### src/hw/rtl/pti_pkg.sv
`default_nettype none

package pti_pkg;

  // Input word kinds carried in the slave tuser
  typedef enum logic [1:0] {
    KindJoystick = 2'd0,
    KindButton   = 2'd1,
    KindError    = 2'd2
  } kind_e;

  // Configuration register indexes
  typedef enum logic [1:0] {
    CfgPanLimit  = 2'd0,
    CfgTiltLimit = 2'd1
  } cfg_idx_e;

  localparam int unsigned LimitWidth       = 12;
  localparam int unsigned AngleWidth       = 16;
  localparam int unsigned SumWidth         = AngleWidth + 2;
  localparam int unsigned InDataWidth      = 56;
  localparam int unsigned InUserWidth      = 3;
  localparam int unsigned OutDataWidth     = 32;
  localparam int unsigned OutUserWidth     = 2;
  localparam int unsigned DefaultErrorDivisor = 24;

  localparam logic [LimitWidth-1:0] PanLimitReset  = 12'd1799;
  localparam logic [LimitWidth-1:0] TiltLimitReset = 12'd899;

  // Clamp a widened angle to 0..lim
  function automatic logic signed [AngleWidth-1:0] clamp_limit(
    input logic signed [SumWidth-1:0] v,
    input logic [LimitWidth-1:0]      lim
  );
    logic signed [SumWidth-1:0] lim_s;
    lim_s = $signed({{(SumWidth-LimitWidth){1'b0}}, lim});
    if (v < 0) begin
      clamp_limit = '0;
    end else if (v > lim_s) begin
      clamp_limit = lim_s[AngleWidth-1:0];
    end else begin
      clamp_limit = v[AngleWidth-1:0];
    end
  endfunction

  // Saturate a widened angle to the 16-bit signed range
  function automatic logic signed [AngleWidth-1:0] saturate_angle(
    input logic signed [SumWidth-1:0] v
  );
    logic signed [SumWidth-1:0] hi;
    logic signed [SumWidth-1:0] lo;
    hi = SumWidth'(32767);
    lo = -SumWidth'(32768);
    if (v > hi) begin
      saturate_angle = hi[AngleWidth-1:0];
    end else if (v < lo) begin
      saturate_angle = lo[AngleWidth-1:0];
    end else begin
      saturate_angle = v[AngleWidth-1:0];
    end
  endfunction

endpackage

`default_nettype wire

### src/hw/rtl/pan_tilt_angle_integrator.sv
`default_nettype none

// Channel  | dir | handshake                    | payload
// ---------+-----+------------------------------+------------------------------------------
// s_axis   | in  | s_axis_tvalid / s_axis_tready | tdata stick_x,stick_y,button_bits,err_x,err_y
//          |     |                              | tuser kind,full_packet
// m_axis   | out | m_axis_tvalid / m_axis_tready | tdata pan_angle,tilt_angle
//          |     |                              | tuser auto_mode,led_toggle
// cfg      | in  | cfg_we_i (no wait)           | cfg_idx_i, cfg_wdata_i
//
// One word per cycle sustained while m_axis is ready. A word's result is presented on
// m_axis once the input register has captured it and the angle/mode registers, which
// double as the result register, have loaded it.
// The critical path is one 17x25 reciprocal multiply followed by an add and a clamp.
// Reset clears both angles to zero, selects manual mode and loads the default limits.
// A stall on m_axis holds the result; the input register still takes one more word,
// then s_axis_tready drops until the result is taken.

module pan_tilt_angle_integrator #(
  parameter int unsigned ERROR_DIVISOR = pti_pkg::DefaultErrorDivisor
) (
  input  wire logic                               clk_i,
  input  wire logic                               rst_ni,
  // slave stream
  input  wire logic                               s_axis_tvalid,
  output      logic                               s_axis_tready,
  // [7:0] stick_x, [15:8] stick_y, [17:16] button_bits, [33:18] err_x,
  // [49:34] err_y, [55:50] zero
  input  wire logic [pti_pkg::InDataWidth-1:0]    s_axis_tdata,
  // [1:0] kind, [2] full_packet
  input  wire logic [pti_pkg::InUserWidth-1:0]    s_axis_tuser,
  // master stream
  output      logic                               m_axis_tvalid,
  input  wire logic                               m_axis_tready,
  // [15:0] pan_angle, [31:16] tilt_angle
  output      logic [pti_pkg::OutDataWidth-1:0]   m_axis_tdata,
  // [0] auto_mode, [1] led_toggle
  output      logic [pti_pkg::OutUserWidth-1:0]   m_axis_tuser,
  // configuration write port
  input  wire logic                               cfg_we_i,
  input  wire logic [1:0]                         cfg_idx_i,
  input  wire logic [pti_pkg::LimitWidth-1:0]     cfg_wdata_i
);

  localparam int unsigned AW = pti_pkg::AngleWidth;
  localparam int unsigned SW = pti_pkg::SumWidth;
  localparam int unsigned LW = pti_pkg::LimitWidth;

  // Error divide: floor(n*Recip >> RecipShift) equals floor(n/ERROR_DIVISOR) exactly
  // for n below 2^16 because RecipShift covers 16 bits plus up to 8 bits of divisor.
  localparam int unsigned MagWidth   = AW + 1;
  localparam int unsigned RecipShift = 24;
  localparam int unsigned RecipWidth = RecipShift + 1;
  localparam int unsigned ProdWidth  = MagWidth + RecipWidth;
  localparam logic [RecipWidth-1:0] Recip =
    RecipWidth'(((64'd1 << RecipShift) + 64'(ERROR_DIVISOR) - 64'd1) / 64'(ERROR_DIVISOR));

  // ---------------------------------------------------------------------------
  // Configuration registers
  // ---------------------------------------------------------------------------
  logic [LW-1:0] pan_limit_q, tilt_limit_q;

  always_ff @(posedge clk_i or negedge rst_ni) begin
    if (!rst_ni) begin
      pan_limit_q  <= pti_pkg::PanLimitReset;
      tilt_limit_q <= pti_pkg::TiltLimitReset;
    end else if (cfg_we_i) begin
      case (cfg_idx_i)
        pti_pkg::CfgPanLimit:  pan_limit_q  <= cfg_wdata_i;
        pti_pkg::CfgTiltLimit: tilt_limit_q <= cfg_wdata_i;
        default: ;  // drop writes to unused indexes
      endcase
    end
  end

  // ---------------------------------------------------------------------------
  // Input register
  // ---------------------------------------------------------------------------
  logic                 in_valid_q, in_valid_d;
  logic [1:0]           in_kind_q;
  logic                 in_full_q;
  logic [7:0]           in_sx_q, in_sy_q;
  logic [1:0]           in_btn_q;
  logic signed [AW-1:0] in_ex_q, in_ey_q;

  logic s_take;   // word accepted on s_axis
  logic advance;  // result register free to load
  logic load;     // move the held word into the state/result register

  assign advance       = !m_axis_tvalid || m_axis_tready;
  assign load          = in_valid_q && advance;
  assign s_axis_tready = !in_valid_q || advance;
  assign s_take        = s_axis_tvalid && s_axis_tready;

  always_comb begin
    in_valid_d = in_valid_q;
    if (s_take) begin
      in_valid_d = 1'b1;
    end else if (load) begin
      in_valid_d = 1'b0;
    end
  end

  always_ff @(posedge clk_i or negedge rst_ni) begin
    if (!rst_ni) begin
      in_valid_q <= 1'b0;
    end else begin
      in_valid_q <= in_valid_d;
    end
  end

  always_ff @(posedge clk_i) begin
    if (s_take) begin
      in_kind_q <= s_axis_tuser[1:0];
      in_full_q <= s_axis_tuser[2];
      in_sx_q   <= s_axis_tdata[7:0];
      in_sy_q   <= s_axis_tdata[15:8];
      in_btn_q  <= s_axis_tdata[17:16];
      in_ex_q   <= $signed(s_axis_tdata[33:18]);
      in_ey_q   <= $signed(s_axis_tdata[49:34]);
    end
  end

  // ---------------------------------------------------------------------------
  // Angle update
  // ---------------------------------------------------------------------------
  logic signed [AW-1:0] pan_q, pan_d, tilt_q, tilt_d;
  logic                 mode_q, mode_d;
  logic                 led_q, led_d;
  logic                 out_valid_q, out_valid_d;

  // Centered stick: value minus 128 is the byte with its top bit flipped
  logic signed [7:0]    dx, dy, dx_sh, dy_sh;
  logic [2:0]           shamt;
  logic signed [SW-1:0] pan_wide, tilt_wide, pan_joy, tilt_joy;

  assign dx    = $signed({~in_sx_q[7], in_sx_q[6:0]});
  assign dy    = $signed({~in_sy_q[7], in_sy_q[6:0]});
  assign shamt = in_btn_q[1] ? 3'd2 : 3'd3;  // C pressed: finer step
  assign dx_sh = dx >>> shamt;
  assign dy_sh = dy >>> shamt;

  assign pan_wide  = SW'(pan_q);
  assign tilt_wide = SW'(tilt_q);
  assign pan_joy   = pan_wide  - SW'(dx_sh);
  assign tilt_joy  = tilt_wide + SW'(dy_sh);

  // Camera error / divisor, truncated toward zero: divide the magnitude, restore sign
  logic [MagWidth-1:0]  mag_x, mag_y, quo_x, quo_y;
  logic [ProdWidth-1:0] prod_x, prod_y;
  logic signed [SW-1:0] qs_x, qs_y, pan_err, tilt_err;

  assign mag_x  = in_ex_q[AW-1] ? MagWidth'(-SW'(in_ex_q)) : MagWidth'(in_ex_q);
  assign mag_y  = in_ey_q[AW-1] ? MagWidth'(-SW'(in_ey_q)) : MagWidth'(in_ey_q);
  assign prod_x = ProdWidth'(mag_x) * ProdWidth'(Recip);
  assign prod_y = ProdWidth'(mag_y) * ProdWidth'(Recip);
  assign quo_x  = prod_x[RecipShift +: MagWidth];
  assign quo_y  = prod_y[RecipShift +: MagWidth];
  assign qs_x   = in_ex_q[AW-1] ? -$signed(SW'(quo_x)) : $signed(SW'(quo_x));
  assign qs_y   = in_ey_q[AW-1] ? -$signed(SW'(quo_y)) : $signed(SW'(quo_y));
  assign pan_err  = pan_wide  - qs_x;
  assign tilt_err = tilt_wide + qs_y;

  always_comb begin
    pan_d  = pan_q;
    tilt_d = tilt_q;
    mode_d = mode_q;
    led_d  = 1'b0;
    case (in_kind_q)
      pti_pkg::KindJoystick: begin
        if (in_full_q) begin
          if (!in_btn_q[0]) begin  // Z pressed: go automatic
            mode_d = 1'b1;
            led_d  = 1'b1;
          end
          pan_d  = pti_pkg::clamp_limit(pan_joy, pan_limit_q);
          tilt_d = pti_pkg::clamp_limit(tilt_joy, tilt_limit_q);
        end
      end
      pti_pkg::KindButton: begin
        if (in_full_q) begin
          if (in_btn_q[0]) begin  // Z released: back to manual
            mode_d = 1'b0;
            led_d  = 1'b1;
          end
          pan_d  = pti_pkg::clamp_limit(pan_wide, pan_limit_q);
          tilt_d = pti_pkg::clamp_limit(tilt_wide, tilt_limit_q);
        end
      end
      pti_pkg::KindError: begin
        pan_d  = pti_pkg::saturate_angle(pan_err);
        tilt_d = pti_pkg::saturate_angle(tilt_err);
      end
      default: ;  // unused kind: hold state
    endcase
  end

  always_comb begin
    out_valid_d = out_valid_q;
    if (load) begin
      out_valid_d = 1'b1;
    end else if (m_axis_tready) begin
      out_valid_d = 1'b0;
    end
  end

  // The state registers are the result register: they only change on load,
  // which waits for the previous result to be taken.
  always_ff @(posedge clk_i or negedge rst_ni) begin
    if (!rst_ni) begin
      pan_q       <= '0;
      tilt_q      <= '0;
      mode_q      <= 1'b0;
      led_q       <= 1'b0;
      out_valid_q <= 1'b0;
    end else begin
      out_valid_q <= out_valid_d;
      if (load) begin
        pan_q  <= pan_d;
        tilt_q <= tilt_d;
        mode_q <= mode_d;
        led_q  <= led_d;
      end
    end
  end

  assign m_axis_tvalid = out_valid_q;
  assign m_axis_tdata  = {tilt_q, pan_q};
  assign m_axis_tuser  = {led_q, mode_q};

`ifndef SYNTH
  // Mode changes only together with a mode event on the presented result
  assert property (@(posedge clk_i) disable iff (!rst_ni)
    !$stable(mode_q) |-> (led_q && out_valid_q))
    else $error("mode changed without a mode event");

  // A held input word that cannot advance stays held
  assert property (@(posedge clk_i) disable iff (!rst_ni)
    (in_valid_q && !advance) |=> (in_valid_q && $stable(in_ex_q) && $stable(in_kind_q)))
    else $error("input register lost a stalled word");

  // Joystick and button updates land inside the configured window
  assert property (@(posedge clk_i) disable iff (!rst_ni)
    (load && in_full_q && (in_kind_q == pti_pkg::KindJoystick ||
                           in_kind_q == pti_pkg::KindButton))
    |-> (pan_d >= 0 && $unsigned(pan_d) <= AW'(pan_limit_q) &&
         tilt_d >= 0 && $unsigned(tilt_d) <= AW'(tilt_limit_q)))
    else $error("clamped angle outside its limit");

  // A new result appears only from a held input word
  assert property (@(posedge clk_i) disable iff (!rst_ni)
    $rose(out_valid_q) |-> $past(in_valid_q))
    else $error("result presented without an input word");
`endif

endmodule

`default_nettype wire

### config.mk
export PLATFORM = sky130hd
export DESIGN_NAME = pan_tilt_angle_integrator
export DESIGN_NICKNAME = d
export VERILOG_FILES = /design/src/hw/rtl/pti_pkg.sv /design/src/hw/rtl/pan_tilt_angle_integrator.sv
export SDC_FILE = /design/constraint.sdc
export NUM_CORES = 1
export LEC_CHECK = 0
export BUFFER_PORTS_ARGS = -buffer_cell sky130_fd_sc_hd__buf_2
export CAP_MARGIN = 20
export CORE_MARGIN = 10
export CORE_UTILIZATION = 60
export CTS_CLUSTER_DIAMETER = 40
export DETAILED_ROUTE_END_ITERATION = 12
export PLACE_DENSITY_LB_ADDON = 0.05
export SYNTH_ARGS = -nofsm -noshare
export SYNTH_HDL_FRONTEND = slang
export SYNTH_SLANG_ARGS = --single-unit
### constraint.sdc
create_clock -name clk_i -period 32.8 [get_ports clk_i]
set_input_delay 3.28 -clock clk_i [delete_from_list [all_inputs] [get_ports clk_i]]
set_output_delay 3.28 -clock clk_i [all_outputs]
set_load 0.05 [all_outputs]
==> summary.txt <==
Finish
  • Fill cells: 2824
  • Final core utilization: 65.0%
  • Nets: 2918
  • Area Overhead vs Synth: 6.50%
  • Layout cells sized above 1: 8.89%
  • Diode count: 0
  • Reg area: 2990 sq um
  • Multi-input logic area: 15400 sq um

Critical path
  • WP depth: 42
  • CP endpoint kind: register
  • Reg-to-reg setup timing slack: 20310 ps
  • Critical Path Max Stage Delay: 640 ps
  • Depth of the worst register-to-register path: 42
  • Worst Setup SP: in_ey_q[0]
  • WP data required: 33060 ps
  • Critical Path Most Common Cell: inv_1
  • Critical Path AT: 12750 ps
  • Nature of the critical path startpoint: register
  • WP buf/inv: 7
  • Reg2reg start: in_ey_q[0]
  • CP delay by family, top: adder cells
  • Largest fanout on the critical path: 17
  • WS Path Type: register to register
  • Critical-path top delay cell: or4b_2
  • Crit Reg-Reg Endpoint: tilt_q[0]

Route
  • Final WL: 50100 um
  • DR vias: 16100
  • Remaining DRCs: 0
  • Initial DRC count: 1143
  • DR vias/cell: 5.87
  • Metal1 wirelength: 23100 um
  • 1st-pass router iterations: 5
  • Top Layer Used: met4
  • WL met2: 23500 um
  • Final ANT Viol Nets: 0
  • Drt wl/cell: 18.2 um
  • Routed met3 length: 2500 um

Synthesis
  • Yosys warnings: 0
  • Unique cell type count in the Yosys netlist: 102
  • Commonest cells post-synth: inv_1 (386), ha_1 (364), fa_1 (174)
  • EDFF count, synth: 49
  • Mapped Cells: 2214
  • Ys async rst share: 55.0%
  • Count leader, synth: inv_1
  • Register area share after synthesis: 15.0%
  • Mapped cell area: 20000 sq um
  • Syn_area_per_cell: 9.01 sq um
  • Top-area cell type share of the netlist area: 22.8%
  • Synthesized flop and latch total: 109
  • Largest cells by area after synthesis: ha_1 (23%), fa_1 (17%), edfxtp_1 (7.4%), inv_1 (7.3%), dfrtp_1 (6.1%)
  • Post-synth top flop: edfxtp_1
  • Yosys top cell by area: ha_1

Placed design
  • Port Buffer Count: 103
  • Post-DP HPWL: 42900 um
  • Pre-CTS setup slack: 20390 ps
  • GPL Wtd Cong: 0.931

Clocking
  • Num CTS Buffers: 9
  • Clk sink count: 109
  • Clock Path Buffers: 2
  • Root Driver: clkbuf_16
  • Post-CTS sizing: 0
  • Post-CTS setup buffers: 0
  • CTS Hold Buffers Added: 0
  • H-Tree Depth: 3
  • Clock transition at path regs: 100 ps
  • CTS tree: built
  • Clk Latency, worst-skew pair: 400 ps

Die
  • Die width: 202 um
  • Die H: 202 um
  • Placement Rows: 66
  • Die area: 40900 sq um
  • Core area: 32700 sq um
  • I/O pin cnt: 114
  • Initial core utilization: 61.0%

Timing
  • Post-route setup slack: 20310 ps
  • Slew Viols, Final: 0
  • Fmax: 80.0 MHz
  • Final period utilization: 38.1%
  • Worst-Margin Slew: 953 ps
  • Final setup vio count: 0
  • Clock Skews: 21.3 ps
  • Min Tclk post-route: 12490 ps
  • Slew HR: 36.3%
  • RSZ-0062 raised after global routing: false
  • Final Hold Vio Count: 0
  • Setup TNS: 0 ps

Job
  • Maxcap violations: 0

GRT
  • Global route overflow: 0
  • GRT Util Overall: 24.3%
  • Antenna violations before repair: 1
  • Largest net degree at the start of global routing: 61
  • Number of global-route vias before repair: 16100
  • First-pass GRT wire length: 81600 um

Hold path
  • HP Start: led_q
  • Hold-critical path depth: 2
  • Hold crit path type: register to register
  • Worst Hold End: led_q

Run status
  • Status: finished, final reports clean
## metrics by stage
stage / cells / hold slack, ps / instance area, sq um
6_report: 2749 / 488 / 21300
3_5_place_dp: 2733 / 471 / 20900
2_1_floorplan: 2216 / 450 / 20000
4_1_cts: 2749 / 491 / 21300
5_1_grt: 2749 / 503 / 21300
3_3_place_gp: 2733 / 467 / 20900
## metal layers
layer,vias to the layer above,GRT usage [%]
li1,7906,-
met1,7779,33.5
met2,401,39.3
met3,62,2.99
met4,0,7.01
met5,-,0
## worst max path at each step
| stage | end | slack [ps] |
|---|---|---|
| 6_report | tilt_q[0] | 20310 |
| 5_1_grt | tilt_q[0] | 19480 |
| 4_1_cts | tilt_q[0] | 20330 |
| 3_5_place_dp | tilt_q[0] | 20390 |
| 3_3_place_gp | tilt_q[10] | 20590 |
| 2_1_floorplan | tilt_q[0] | 21810 |
## placed cells by master (no fill, tap or decap), types with 39 or more instances in the layout
cell type / count
buf_2: 103
fa_1: 174
a21o_1: 46
dfrtp_1: 49
xnor2_1: 83
ha_1: 364
nand2_1: 136
inv_1: 386
o21ai_0: 111
a21oi_1: 114
nor2_1: 122
nor3_1: 39
edfxtp_1: 49
## state kept, by name (all words and copies together), names as in the netlist, 2 cells and up
signal,count
pan_limit_q,12
in_sy_q,6
in_ex_q,16
in_kind_q,2
tilt_limit_q,12
in_ey_q,16
in_btn_q,2
tilt_q,16
pan_q,16
in_sx_q,6
## cells by family (layout without fill, tap and decap cells)
family,after synthesis,count (layout),share of synthesized area [%]
flops,109,109,15.0
other cells,2,4,0.0376
buf+inv,423,514,8.14
xor+xnor,121,121,5.54
mux,28,28,1.59
compound gates,501,501,17.1
simple gates,492,492,12.3
fa+ha+maj,538,538,40.3
## worst register-to-register path: cells and delay by family (launching register included)
kind	cells	cell delay, ps
buffers and inverters	7	610
and+or+nand+nor	10	3410
xor gates and xnor gates	4	1280
adders and majority gates	8	3710
AOI/OAI and AO/OA	13	2730
DFF	1	590
## final cells by class
class / count / area share (%)
Multi-Input combinational cell: 1684 / 72.3
Sequential cell: 109 / 14.1
Inverter: 387 / 6.84
Timing Repair Buffer: 111 / 2.71
Tap cell: 442 / 2.60
Clock buffer: 9 / 1.06
Clock inverter: 7 / 0.477
Power is left out: the tool's default activity adds up to more than one toggle a clock period on the data nets, which glitch-free logic cannot reach.
